## config.mk

```make
export PLATFORM = sky130hd
export DESIGN_NAME = running_median_line_error
export DESIGN_NICKNAME = d
export VERILOG_FILES = /design/src/sv/rmle_pkg.sv /design/src/sv/rmle_cell.sv /design/src/sv/running_median_line_error.sv
export SDC_FILE = /design/constraint.sdc
export NUM_CORES = 1
export LEC_CHECK = 0
export ABC_AREA = 1
export CAP_MARGIN = 5
export CORE_MARGIN = 8
export CORE_UTILIZATION = 45
export CTS_BUF_LIST = sky130_fd_sc_hd__clkbuf_8 sky130_fd_sc_hd__clkbuf_16
export DETAILED_ROUTE_END_ITERATION = 10
export DONT_BUFFER_PORTS = 1
export PLACE_DENSITY = 0.61
export SLEW_MARGIN = 20
export SYNTH_ARGS = -nofsm -noshare
export SYNTH_HDL_FRONTEND = slang
export SYNTH_SLANG_ARGS = --single-unit
```

## constraint.sdc

```tcl
create_clock -name clk -period 7.5 [get_ports clk]
set_clock_uncertainty 0.2 [all_clocks]
set_input_delay 0.375 -clock clk [delete_from_list [all_inputs] [get_ports clk]]
set_output_delay 0.375 -clock clk [all_outputs]
set_load 0.005 [all_outputs]
```

## src/sv/rmle_pkg.sv

```systemverilog
package rmle_pkg;

	localparam int LEVEL_W = 7;
	localparam int THR_W   = 8;
	localparam int ERR_W   = 9;

	localparam logic [LEVEL_W-1:0] SAMPLE_MAX = 7'd100;
	localparam logic [THR_W-1:0]   THR_RESET  = 8'd30;

endpackage

```

## src/sv/rmle_cell.sv

```systemverilog
// One slot of the sorted window. Each beat the oldest entry leaves the row,
// the entries above it slide down one slot, and the new sample drops in at
// its sorted place; a cell reads only x, below_oldest and its two neighbors.
module rmle_cell #(
	parameter int          AW      = 3,
	parameter bit          FIRST   = 1'b0,
	parameter bit          LAST    = 1'b0,
	parameter logic [AW-1:0] AGE_RST = '0,
	parameter logic [AW-1:0] AGE_MAX = '0
) (
	input  logic                         clk,
	input  logic                         arst_n,
	input  logic                         load,
	input  logic [rmle_pkg::LEVEL_W-1:0] x,
	input  logic                         below_oldest,
	input  logic [rmle_pkg::LEVEL_W-1:0] next_level,
	input  logic [AW-1:0]                next_age,
	input  logic [rmle_pkg::LEVEL_W-1:0] prev_r_level,
	input  logic [AW-1:0]                prev_r_age,
	output logic [rmle_pkg::LEVEL_W-1:0] level,
	output logic [AW-1:0]                age,
	output logic                         oldest,
	output logic [rmle_pkg::LEVEL_W-1:0] r_level,
	output logic [AW-1:0]                r_age,
	output logic [rmle_pkg::LEVEL_W-1:0] n_level
);

	logic [rmle_pkg::LEVEL_W-1:0] level_q;
	logic [AW-1:0]                age_q;
	logic [AW-1:0]                n_age;
	logic                         r_below;
	logic                         lo_ok;

	assign oldest = (age_q == AGE_MAX);

	// contents of this slot once the oldest entry is taken out
	always_comb begin
		if (below_oldest || oldest) begin
			r_level = next_level;
			r_age   = next_age;
		end else begin
			r_level = level_q;
			r_age   = age_q;
		end
	end

	// the top slot has nothing left after removal
	assign r_below = LAST ? 1'b0 : (r_level < x);
	assign lo_ok   = FIRST ? 1'b1 : (prev_r_level < x);

	always_comb begin
		if (r_below) begin
			n_level = r_level;
			n_age   = r_age + AW'(1);
		end else if (lo_ok) begin
			n_level = x;
			n_age   = '0;
		end else begin
			n_level = prev_r_level;
			n_age   = prev_r_age + AW'(1);
		end
	end

	// zero values keep the row sorted from reset; ages start as a permutation
	always_ff @(posedge clk or negedge arst_n) begin
		if (!arst_n) begin
			level_q <= '0;
			age_q   <= AGE_RST;
		end else if (load) begin
			level_q <= n_level;
			age_q   <= n_age;
		end
	end

	assign level = level_q;
	assign age   = age_q;

endmodule

```

## src/sv/running_median_line_error.sv

```systemverilog
// Running median of reflected-light samples, reported as an error against a
// signed line threshold. One sample is taken per beat on s_axis and gives one
// registered result on m_axis; with m_axis_tready held high a new sample
// is taken every cycle, the figure being set by the row of WINDOW sorted
// cells, which drop the oldest sample and insert the new one on each
// accepted beat. Samples above 100 saturate to 100. For the first WINDOW
// samples after reset, or after a threshold write, the saturated sample is
// passed through and m_axis_tuser is high; after that filtered_level is entry
// WINDOW/2 of the sorted window (upper median for an even window). Threshold
// writes go in on the cfg channel, which is always ready, and must only come
// while the block is idle. No clearing pass is needed after reset.
module running_median_line_error #(
	parameter int WINDOW = 5
) (
	input  logic        clk,
	input  logic        arst_n,
	// threshold write channel
	input  logic        cfg_valid,
	output logic        cfg_ready,
	input  logic [7:0]  cfg_data,      // [7:0] line_threshold (signed)
	// sample input
	input  logic        s_axis_tvalid,
	output logic        s_axis_tready,
	input  logic [7:0]  s_axis_tdata,  // [6:0] light_sample, [7] zero
	// result output
	output logic        m_axis_tvalid,
	input  logic        m_axis_tready,
	output logic [15:0] m_axis_tdata,  // [8:0] line_error, [15:9] filtered_level
	output logic        m_axis_tuser   // [0] warming_up
);

	localparam int LW  = rmle_pkg::LEVEL_W;
	localparam int AW  = (WINDOW > 1) ? $clog2(WINDOW) : 1;
	localparam int FW  = $clog2(WINDOW + 1);
	localparam int MID = WINDOW / 2;

	logic [rmle_pkg::THR_W-1:0] thr_q;
	logic [FW-1:0]              fill_q;
	logic                       out_valid_q;
	logic [rmle_pkg::ERR_W-1:0] err_q;
	logic [LW-1:0]              filt_q;
	logic                       warm_q;

	logic          accept;
	logic          warm;
	logic [LW-1:0] raw;
	logic [LW-1:0] sample;
	logic [LW-1:0] level_sel;

	// per-cell wiring of the sorted row
	logic [LW-1:0]     c_level [WINDOW];
	logic [AW-1:0]     c_age   [WINDOW];
	logic [LW-1:0]     c_r_lvl [WINDOW];
	logic [AW-1:0]     c_r_age [WINDOW];
	logic [LW-1:0]     c_n_lvl [WINDOW];
	logic [WINDOW-1:0] oldest_vec;
	logic [WINDOW-1:0] below_vec;

	assign cfg_ready     = 1'b1;
	assign s_axis_tready = !out_valid_q || m_axis_tready;
	assign accept        = s_axis_tvalid && s_axis_tready;

	assign raw    = s_axis_tdata[LW-1:0];
	assign sample = (raw > rmle_pkg::SAMPLE_MAX) ? rmle_pkg::SAMPLE_MAX : raw;
	assign warm   = (fill_q < FW'(WINDOW));

	genvar gi;
	generate
		for (gi = 0; gi < WINDOW; gi++) begin : g_cell
			// oldest entry sits somewhere below this slot
			if (gi == 0) begin : g_b0
				assign below_vec[gi] = 1'b0;
			end else begin : g_bn
				assign below_vec[gi] = |oldest_vec[gi-1:0];
			end

			logic [LW-1:0] nb_level;
			logic [AW-1:0] nb_age;
			logic [LW-1:0] pr_level;
			logic [AW-1:0] pr_age;

			if (gi == WINDOW - 1) begin : g_top
				assign nb_level = c_level[gi];
				assign nb_age   = c_age[gi];
			end else begin : g_mid
				assign nb_level = c_level[gi+1];
				assign nb_age   = c_age[gi+1];
			end

			if (gi == 0) begin : g_bot
				assign pr_level = c_r_lvl[gi];
				assign pr_age   = c_r_age[gi];
			end else begin : g_up
				assign pr_level = c_r_lvl[gi-1];
				assign pr_age   = c_r_age[gi-1];
			end

			rmle_cell #(
				.AW      (AW),
				.FIRST   (gi == 0),
				.LAST    (gi == WINDOW - 1),
				.AGE_RST (AW'(gi)),
				.AGE_MAX (AW'(WINDOW - 1))
			) u_cell (
				.clk          (clk),
				.arst_n       (arst_n),
				.load         (accept),
				.x            (sample),
				.below_oldest (below_vec[gi]),
				.next_level   (nb_level),
				.next_age     (nb_age),
				.prev_r_level (pr_level),
				.prev_r_age   (pr_age),
				.level        (c_level[gi]),
				.age          (c_age[gi]),
				.oldest       (oldest_vec[gi]),
				.r_level      (c_r_lvl[gi]),
				.r_age        (c_r_age[gi]),
				.n_level      (c_n_lvl[gi])
			);
		end
	endgenerate

	// median is read from the row as it will be after this sample
	assign level_sel = warm ? sample : c_n_lvl[MID];

	// threshold and warm-up count; a threshold write restarts the fill
	always_ff @(posedge clk or negedge arst_n) begin
		if (!arst_n) begin
			thr_q  <= rmle_pkg::THR_RESET;
			fill_q <= '0;
		end else if (cfg_valid && cfg_ready) begin
			thr_q  <= cfg_data;
			fill_q <= '0;
		end else if (accept && warm) begin
			fill_q <= fill_q + FW'(1);
		end
	end

	always_ff @(posedge clk or negedge arst_n) begin
		if (!arst_n) begin
			out_valid_q <= 1'b0;
		end else if (accept) begin
			out_valid_q <= 1'b1;
		end else if (m_axis_tready) begin
			out_valid_q <= 1'b0;
		end
	end

	always_ff @(posedge clk) begin
		if (accept) begin
			err_q  <= {2'b00, level_sel} - {thr_q[rmle_pkg::THR_W-1], thr_q};
			filt_q <= level_sel;
			warm_q <= warm;
		end
	end

	assign m_axis_tvalid = out_valid_q;
	assign m_axis_tdata  = {filt_q, err_q};
	assign m_axis_tuser  = warm_q;

`ifndef NO_ASSERTIONS
	// ages stay a permutation, so exactly one entry is due to leave
	a_one_oldest: assert property (@(posedge clk) disable iff (!arst_n)
		$onehot(oldest_vec))
		else $error("sorted row does not hold exactly one oldest entry");

	a_level_range: assert property (@(posedge clk) disable iff (!arst_n)
		m_axis_tvalid |-> (m_axis_tdata[15:9] <= rmle_pkg::SAMPLE_MAX))
		else $error("filtered level above saturation limit");

	a_err_match: assert property (@(posedge clk) disable iff (!arst_n)
		m_axis_tvalid |-> (m_axis_tdata[8:0] ==
			({2'b00, m_axis_tdata[15:9]} - {thr_q[rmle_pkg::THR_W-1], thr_q})))
		else $error("line error does not match level and threshold");

	a_warm_done: assert property (@(posedge clk) disable iff (!arst_n)
		(accept && !(cfg_valid && cfg_ready) && fill_q == FW'(WINDOW)) |=> !m_axis_tuser)
		else $error("warm-up flag set after window filled");
`endif

endmodule
```

Word-level counts from Yosys, hierarchy flattened
Index checks and enable logic that the tools add are counted.
- output and inout port bits: 20
- input port bits: 21
- logic and storage cells: 73
- register bits after elaboration: 79
- reductions and logical operators: 11
- equality and inequality tests: 4
- mux-type cells: 30
- order comparisons: 6
- add/subtract/negate cells: 6
- operators with widths (operator ; count):
    $mux W7 ; 14
    $mux W3 ; 14
    $lt A7 B7 Y1 ; 4
    $add A3 B1 Y3 const B ; 5
    $eq A3 B3 Y1 const B ; 4
    $sub A8 B8 Y9 ; 1
    $gt A7 B7 Y1 const B ; 1
    $logic_or A1 B1 Y1 ; 4
    $reduce_bool A2 Y1 ; 2
    $lt A3 B3 Y1 const B ; 1
    $reduce_or A3 Y1 ; 1
    $logic_and A1 B1 Y1 ; 2
    $mux W1 ; 2
    $reduce_or A2 Y1 ; 1
    $logic_not A1 Y1 ; 1

Longest topological paths before layout
Gate-level depths: netlist of the first run.
- word-level depth: 8
- mapped depth: 31
- gate-level depth less buffers: 29

Cells and area by module
From an unflattened synthesis of the first run, not the netlist that was laid out.
- cells, all modules: 1051
- area total of the unflattened synthesis: 7442.1 um^2
- modules (own cells, without submodules) (module ; sequential area each (um^2) ; area each (um^2) ; cells each ; times used):
    rmle_cell at g_cell[1].u_cell ... ; 251.5 ; 1307.5 ; 197 ; 2
    running_median_line_error ; 815.8 ; 1637.8 ; 189 ; 1
    rmle_cell at g_cell[3].u_cell ; 252.7 ; 1308.8 ; 197 ; 1
    rmle_cell at g_cell[0].u_cell ; 250.2 ; 942.2 ; 135 ; 1
    rmle_cell at g_cell[4].u_cell ; 251.5 ; 938.4 ; 136 ; 1

Worst setup path before layout of the first run
Ideal clock, no wire load.
- path type: flip-flop to flip-flop
- from: register g_cell[1].u_cell.age_q[1]
- to: register err_q[7] (netlist name), data pin
- clock period less this slack: 4.062 ns
- path slack: 3.438 ns
- buffers on the path: 3
- cell stages (with the launch flop): 28
- data required time: 7.040 ns
- setup time: 0.260 ns
- data arrival time: 3.602 ns
- cell sequence: dfrtp_1 > nor2_2 > nand2_4 > nand2_4 > buf_6 > clkbuf_1 > nand2_1 > nand2_1 > ha_1 > a31o_2 > nor2_4 > nand2_2 > buf_4 > nand2_1 > nand3_1 > nand3_1 > nand2_1 > ha_1 > a21oi_1 > nand2_1 > nand2_1 > nand2_1 > a21oi_1 > nor2_1 > nor2_1 > nor2_1 > nor2_1 > xor2_1
- word-level cells in the longest chain between the ends: 8
- elaborated cells between the ends (all ways): 12
- those cells by class: 1 x add/sub; 2 x order compare; 1 x eq/ne; 5 x mux; 3 x reduce/logical
- RTL lines (what ; line ; source):
    from (decl) ; rmle_cell.sv:29 ; logic [AW-1:0] age_q;
    from (signal assigned) ; rmle_cell.sv:71 ; age_q <= n_age;
    $eq A3 B3 Y1 * ; rmle_cell.sv:34 ; assign oldest = (age_q == AGE_MAX);
    $logic_or A1 B1 Y1 / $reduce_or A2 Y1 (equally long branches) ; rmle_cell.sv:38, running_median_line_error.sv:74 ;
    $mux W7 / $logic_or A1 B1 Y1 (equally long branches) ; rmle_cell.sv:38 ; if (below_oldest || oldest) begin
    $lt A7 B7 Y1 / $mux W7 (equally long branches) ; rmle_cell.sv:49, rmle_cell.sv:38 ;
    $mux W7 / $lt A7 B7 Y1 (equally long branches) ; rmle_cell.sv:55, rmle_cell.sv:48 ;
    $mux W7 * ; rmle_cell.sv:52 ; if (r_below) begin
    $mux W7 * ; running_median_line_error.sv:125 ; assign level_sel = warm ? sample : c_n_lvl[MID];
    via level_sel[2] ; running_median_line_error.sv:48 ; logic [LW-1:0] level_sel;
    $sub A8 B8 Y9 * ; running_median_line_error.sv:152 ; err_q <= {2'b00, level_sel} - {thr_q[rmle_pkg::THR_W-1], thr_q};
    to (signal assigned) ; running_median_line_error.sv:152 ;
    to (decl) ; running_median_line_error.sv:40 ; logic [rmle_pkg::ERR_W-1:0] err_q;
The timed path passes the listed nets; every way through them passes the cells marked *.
A chain may end at the register's enable or synchronous reset.

Final worst setup path of the first run
- from: register g_cell[0].u_cell.age_q[0]
- to: register err_q[7] (netlist name), data pin
- word-level cells in the longest chain between the ends: 8
- elaborated cells between the ends (all ways): 12
- those cells by class: 1 x add/sub; 2 x order compare; 1 x eq/ne; 5 x mux; 3 x reduce/logical
- RTL lines (what ; line):
    from (decl) ; rmle_cell.sv:29
    from (signal assigned) ; rmle_cell.sv:71
    $eq A3 B3 Y1 * ; rmle_cell.sv:34
    $logic_or A1 B1 Y1 / $reduce_or A2 Y1 (equally long branches) ; rmle_cell.sv:38, running_median_line_error.sv:74
    $mux W7 / $logic_or A1 B1 Y1 (equally long branches) ; rmle_cell.sv:38
    $lt A7 B7 Y1 / $mux W7 (equally long branches) ; rmle_cell.sv:49, rmle_cell.sv:38
    $mux W7 / $lt A7 B7 Y1 (equally long branches) ; rmle_cell.sv:55, rmle_cell.sv:48
    $mux W7 * ; rmle_cell.sv:52
    $mux W7 * ; running_median_line_error.sv:125
    via level_sel[2] ; running_median_line_error.sv:48
    $sub A8 B8 Y9 * ; running_median_line_error.sv:152
Marked as above.

==> flow_summary.json, run 1 <==
{
  "area_delta_synth_final_pct": 8.14,
  "p_total_uw": 3110,
  "vias": 4996,
  "cp_max_fo": 22,
  "core_area_um2": 12000,
  "final_common_cell": "nand2_1",
  "die_w_um": 127,
  "globalRoute.totalOverflow": 0,
  "tns_ns": 0,
  "peakVddDrop_v": 0.000254,
  "end_kind": "flip-flop",
  "powerDensity_nw_per_um2": 518,
  "relSlewSlack_pct": 56.6,
  "num_rows": 40,
  "grt_max_degree": 63,
  "initial_core_util_pct": 46.2,
  "portBuffers": 0,
  "critPathLaunchType": "flip-flop",
  "cts-root-buf": "clkbuf_16",
  "power_frac_clock_pct": 14.3,
  "p_sw_share_pct": 51.5,
  "final_area_um2": 6000,
  "syn_area_um2": 5550,
  "r2r_end": "err_q[7]$_DFFE_PP_",
  "grt_pass1_vias": 5062,
  "setup_viol": 0,
  "die_y_um": 127,
  "post_cts_resized": 0,
  "antenna_found_initial": 0,
  "intPower_uw": 1510,
  "required_ns": 7.40,
  "ys_types": 46,
  "tritoncts": "done",
  "viasPerCell": 5.45,
  "syn_avg_cell_area_um2": 7.21,
  "drc": 0,
  "hold_depth": 2,
  "p_leak_uw": 0.00307,
  "grtUsageTotal_pct": 18.4,
  "synth-seq-area-share_pct": 37.4,
  "drtIter0Drc": 248,
  "worstMarginPinSlew_ns": 0.650,
  "final_cell_mix": "246 x nand2_1, 100 x nand3_1, 87 x inv_1, 53 x dfrtp_1, 48 x nor2_1",
  "slew_violations": 0,
  "antenna_cells": 0,
  "p_sw_uw": 1600,
  "dp_hpwl_um": 9950,
  "ant_nets": 0,
  "dr.pass1.iters": 4,
  "nFillCells": 1202,
  "layout-drive-gt1-share_pct": 9.61,
  "rr_worst_depth": 26,
  "layout.nets": 815,
  "dieArea_um2": 16100,
  "crit_arrival_ns": 4.82,
  "hold_start": "s_axis_tdata[6]",
  "drv_cap": 0,
  "reg2reg_from": "g_cell[0].u_cell.age[0]$_DFFE_PN0P_",
  "clk_latency_ns": 0.35,
  "seq_power_share_pct": 22.5,
  "hold_end": "g_cell[0].u_cell.level[6]$_DFFE_PN0P_",
  "combinationalPowerShare_pct": 63.2,
  "yosys_warnings": 0,
  "cts.sinks": 79,
  "grt_pass1_wl_um": 24200,
  "syn_nets": 820,
  "placed_area_um2": 5580,
  "gp_congestion": 0.842,
  "grt_setup_unrepaired": "false",
  "htreeDepth": 3,
  "rrSetupSlack_ns": 2.58,
  "clock_path_buffers": 2,
  "post_drt_wl_per_cell_um": 15.6,
  "hold_viol": 0,
  "ys_ff_latch": 79,
  "fmax_ghz": 0.203,
  "clk_pin_slew_ns": 0.07,
  "status": "finished, final reports clean",
  "wl_um": 14300,
  "ioPinCount": 41,
  "hp-class": "in2reg",
  "period_minus_slack_ns": 4.92,
  "cts_buffers": 9,
  "fin_crit_sh_pct": 65.6,
  "netlist_instances": 770,
  "critPathKind": "reg2reg"
}
## stage by stage
step	instances	setup WS (ns)	hold WS, ns	utilization, %
final	917	2.58	0.0156	50.0
after global routing	917	2.20	0.00612	50.0
after CTS	917	2.65	0.00313	50.0
after detailed placement	890	2.62	-0.118	46.4
after global placement	890	2.84	-0.118	46.4
after floorplan	770	3.44	-0.121	-
## repair_timing
action,4_1_cts,5_1_grt
setup endpoints to repair,0,0
hold buffers,11,0
setup buffers,0,0
hold endpoints to repair,72,0
## power groups by stage
stage          sequential [µW]  combinational, µW  clock (µW)
2_1_floorplan              681               1670           0
3_3_place_gp               702               1880           0
3_5_place_dp               708               1930           0
4_1_cts                    700               1960         458
5_1_grt                    715               2260         473
6_report                   700               1960         445
## registers in the layout, indices dropped and copies added (netlist names)
signal,count
g_cell.u_cell.age,15
m_axis_tuser,1
fill_q,3
thr_q,8
g_cell.u_cell.level,35
err_q,9
filt_q,7
m_axis_tvalid,1
## critical path: stages (launching register included)
cell	delay, ns
dfrtp_1	0.44
nor2_4	0.06
nand2_4	0.23
nand2_4	0.24
nor2_8	0.25
nand2_1	0.10
nand2_1	0.10
ha_1	0.25
inv_1	0.06
o21bai_1	0.11
nor2_4	0.19
nand2_2	0.31
inv_2	0.31
nand2_1	0.11
nand3_1	0.10
nand2_1	0.13
ha_1	0.37
a21oi_1	0.20
nand2_1	0.12
nand2_1	0.08
nand2_1	0.06
a21oi_1	0.25
nor2_1	0.07
nor2_1	0.10
nor2_1	0.05
nor2_1	0.10
xor2_1	0.07
## cells in the mapped netlist, drive strengths merged
cell type    n  share of area, %
xnor2        1              0.16
o211ai       3              0.41
buf         13               2.1
a22o         1              0.16
or2          6              0.68
o21bai       2              0.27
xor2         8               1.3
o21ai       56               5.3
clkinv       2              0.14
o22ai        5              0.56
nand4        4              0.45
nand3      105                10
ha          28               6.3
o21a         1              0.14
nand2      263                19
dfrtp       53                24
a21oi       17               1.6
a21boi       1              0.20
a31oi        2              0.23
nand3b       1              0.14
nor2        55               4.6
dfstp        9               4.3
fa           1              0.36
conb         1             0.068
o31ai        1              0.23
clkbuf      17               1.1
edfxtp      17               9.2
nor3         3              0.47
a31o         1              0.16
inv         93               6.3
## metal layers
metal | up-vias | routed length (µm) | GRT usage, %
li1 | 2464 | - | -
met1 | 2366 | 6180 | 21.5
met2 | 134 | 7000 | 32.4
met3 | 32 | 717 | 3.58
met4 | 0 | 403 | 7.70
met5 | - | 0 | 0
## worst max-delay path by stage
| stage | startpoint | end | slack (ns) |
|---|---|---|---|
| 2_1_floorplan | g_cell[1].u_cell.age[1]$_DFFE_PN0P_ | err_q[7]$_DFFE_PP_ | 3.44 |
| 3_3_place_gp | s_axis_tdata[0] | err_q[7]$_DFFE_PP_ | 2.84 |
| 3_5_place_dp | s_axis_tdata[0] | err_q[7]$_DFFE_PP_ | 2.62 |
| 4_1_cts | g_cell[0].u_cell.age[0]$_DFFE_PN0P_ | err_q[7]$_DFFE_PP_ | 2.65 |
| 5_1_grt | g_cell[0].u_cell.age[0]$_DFFE_PN0P_ | err_q[7]$_DFFE_PP_ | 2.20 |
| 6_report | g_cell[0].u_cell.age[0]$_DFFE_PN0P_ | err_q[7]$_DFFE_PP_ | 2.58 |
## final cells by class
class,instances,area [µm²],area share [%]
multi-input combinational,566,2940,49.0
sequential,79,2070,34.5
inverter,95,357,5.94
clock buffer,9,225,3.75
tap,147,184,3.06
timing repair buffer,14,150,2.50
clock inverter,7,72.6,1.21
## cell families (layout without fill, tap and decap cells)
logic type / Yosys count / after routing / synth area share (%)
adder cells (fa/ha/maj): 29 / 29 / 6.67
other: 1 / 1 / 0.0676
buffers and inverters: 125 / 125 / 9.67
XOR/XNOR: 9 / 9 / 1.42
flip-flops: 79 / 79 / 37.4
AO/OA/AOI/OAI: 90 / 90 / 9.20
AND/OR/NAND/NOR: 437 / 437 / 35.6
No activity file was read; power rests on OpenSTA's default activity.
==> inputs of run 2 (changes only) <==
--- a/config.mk
+++ b/config.mk
@@ -12,7 +12,7 @@
 export CTS_BUF_LIST = sky130_fd_sc_hd__clkbuf_8 sky130_fd_sc_hd__clkbuf_16
 export DETAILED_ROUTE_END_ITERATION = 10
 export DONT_BUFFER_PORTS = 1
-export PLACE_DENSITY = 0.61
+export PLACE_DENSITY = 0.63
 export SLEW_MARGIN = 20
 export SYNTH_ARGS = -nofsm -noshare
 export SYNTH_HDL_FRONTEND = slang
==> constraint.sdc (replaced) <==
create_clock -name clk -period 4.1 [get_ports clk]
set_clock_uncertainty 0.2 [all_clocks]
set_input_delay 0.205 -clock clk [delete_from_list [all_inputs] [get_ports clk]]
set_output_delay 0.205 -clock clk [all_outputs]
set_load 0.005 [all_outputs]
==> flow_summary.json, run 2 (synthesized netlist as in run 1, its figures left out) <==
{
  "status": "finished, final reports clean",
  "viasPerCell": 5.38,
  "area_delta_synth_final_pct": 13.9,
  "grtUsageTotal_pct": 18.1,
  "critPathLaunchType": "flip-flop",
  "rr_worst_depth": 24,
  "post_drt_wl_per_cell_um": 15.2,
  "hold_end": "g_cell[0].u_cell.level[5]$_DFFE_PN0P_",
  "nFillCells": 1171,
  "hp-class": "in2reg",
  "vias": 5086,
  "drc": 0,
  "antenna_cells": 0,
  "clk_pin_slew_ns": 0.06,
  "dr.pass1.iters": 5,
  "tns_ns": 0,
  "hold_start": "s_axis_tdata[5]",
  "antenna_found_initial": 0,
  "end_kind": "flip-flop",
  "gp_congestion": 0.873,
  "globalRoute.totalOverflow": 0,
  "crit_chain": "nor2_2, nand2_4, buf_6, nand3_1, nand2_2, ha_1, a31o_2, nor2_4, buf_6, nand3_1, nand3_1, nand3_1, nand2_1, ha_1, nand3_1, nand2_1, nand2_1, nand2_1, a21oi_2, nor2_1, nor2_1, nor2_1, nor2_1, xor2_1",
  "setup_viol": 0,
  "die_w_um": 127,
  "final_common_cell": "nand2_1",
  "num_rows": 40,
  "cp_common_cell": "nand3_1",
  "core_area_um2": 12000,
  "slowest_delay_ns": 0.56,
  "peakVddDrop_v": 0.000426,
  "period_minus_slack_ns": 3.91,
  "pre_cts_slack_ns": 0.0430,
  "cts_buffers": 9,
  "cts-root-buf": "clkbuf_16",
  "hold_viol": 0,
  "slowest_stage": "dfstp_2",
  "die_y_um": 127,
  "fmax_ghz": 0.256,
  "layout.nets": 844,
  "setup_ws_ns": 0.193,
  "dieArea_um2": 16100,
  "ant_nets": 0,
  "grt_pass1_vias": 4810,
  "p_leak_uw": 0.00323,
  "rrSetupSlack_ns": 0.19,
  "ioPinCount": 41,
  "cts.sinks": 79,
  "fin_crit_sh_pct": 95.3,
  "r2r_end": "err_q[7]$_DFFE_PP_",
  "final_cell_mix": "244 x nand2_1, 97 x nand3_1, 87 x inv_1, 53 x dfrtp_1, 45 x nor2_1",
  "dp_hpwl_um": 10000,
  "grt_max_degree": 63,
  "largest_register_ffs": 35,
  "htreeDepth": 3,
  "clk_latency_ns": 0.35,
  "clock_path_buffers": 2,
  "drtIter0Drc": 293,
  "initial_core_util_pct": 46.2,
  "crit_arrival_ns": 3.81,
  "cp_max_fo": 7,
  "reg2reg_from": "g_cell[1].u_cell.age[0]$_DFFE_PN1P_",
  "hold_depth": 4,
  "worstMarginPinSlew_ns": 0.545,
  "slew_violations": 0,
  "portBuffers": 0,
  "drv_cap": 0,
  "layout-drive-gt1-share_pct": 14.4,
  "grt_pass1_wl_um": 23600,
  "powerDensity_nw_per_um2": 951,
  "critPathKind": "reg2reg",
  "wl_um": 14400,
  "relSlewSlack_pct": 63.6,
  "required_ns": 4.00,
  "tritoncts": "done"
}
run 2: cell count changes in the layout (fill, tap and decap cells not counted), moves of 3 or more:
cell | previous run | this run
buf_4 | 3 | 25
nor2_2 | 2 | 5
dlygate4sd3_1 | 10 | 13
nand3_2 | 4 | 7
nor2_1 | 48 | 45
nand3_1 | 100 | 97
a21oi_2 | 1 | 5
a21oi_1 | 16 | 12
run 2: worst max-delay path by stage:
stage / to / from / cells after the start / slack, ns
2_1_floorplan: err_q[7]$_DFFE_PP_ / g_cell[1].u_cell.age[1]$_DFFE_PN0P_ / 27 / 0.04
3_3_place_gp: err_q[7]$_DFFE_PP_ / g_cell[0].u_cell.age[1]$_DFFE_PN0P_ / 25 / 0.16
3_5_place_dp: err_q[7]$_DFFE_PP_ / g_cell[1].u_cell.age[0]$_DFFE_PN1P_ / 24 / 0.04
4_1_cts: err_q[7]$_DFFE_PP_ / g_cell[1].u_cell.age[0]$_DFFE_PN1P_ / 24 / 0.02
5_1_grt: err_q[7]$_DFFE_PP_ / g_cell[1].u_cell.age[0]$_DFFE_PN1P_ / 25 / -0.05
6_report: err_q[7]$_DFFE_PP_ / g_cell[1].u_cell.age[0]$_DFFE_PN1P_ / 24 / 0.19
run 2: final cells by class:
type / instances / area (µm²) / share of cell area, %
clock buffer: 10 / 239 / 3.78
tap: 147 / 184 / 2.91
sequential: 79 / 2070 / 32.8
timing repair buffer: 42 / 388 / 6.13
clock inverter: 6 / 48.8 / 0.772
multi-input combinational: 567 / 3030 / 47.9
inverter: 95 / 359 / 5.68
run 2: report_power, final:
| group | total, µW | leakage, µW | internal [µW] | switching, µW |
|---|---|---|---|---|
| sequential | 1280 | 0.000912 | 1100 | 181 |
| clock | 793 | 0.000144 | 435 | 358 |
| combinational | 3930 | 0.00217 | 1410 | 2520 |
run 2: critical path: cells and delay by family (launching register included):
family                   cells  cell delay (ns)
AO/OA/AOI/OAI                2             0.45
buffers and inverters        2             0.27
adder cells (fa/ha/maj)      2             0.51
XOR/XNOR                     1             0.07
flip-flops                   1             0.56
AND/OR/NAND/NOR             17             1.57
run 2: through the flow:
| stage | hold WS, ns | instances | total power [µW] | instance area (µm²) | util [%] |
|---|---|---|---|---|---|
| after global placement | -0.287 | 906 | 4890 | 5700 | 47.4 |
| final | 0.0599 | 946 | 6010 | 6320 | 52.6 |
| after floorplan | -0.291 | 770 | 4310 | 5550 | - |
| after detailed placement | -0.288 | 906 | 4980 | 5700 | 47.4 |
| after global routing | 0.0793 | 946 | 6620 | 6320 | 52.6 |
| after CTS | 0.0533 | 936 | 5820 | 6140 | 51.1 |
run 2: routing by layer:
metal  vias up  global-route usage [%]  wire, µm  share of wire [%]
met3        26                    3.49       714                5.0
met1      2393                    22.5      6430                 45
met5         -                       0         0                  0
met2       144                    30.2      6890                 48
li1       2523                       -         -                  -
met4         0                    7.63       361                2.5
run 2: what timing repair did:
action                                 in CTS  in global routing
endpoints found under the hold margin      84                  0
setup endpoints to repair                   0                  5
hold buffers                               14                  0
setup buffers                               0                  9
resized for setup                           0                 23
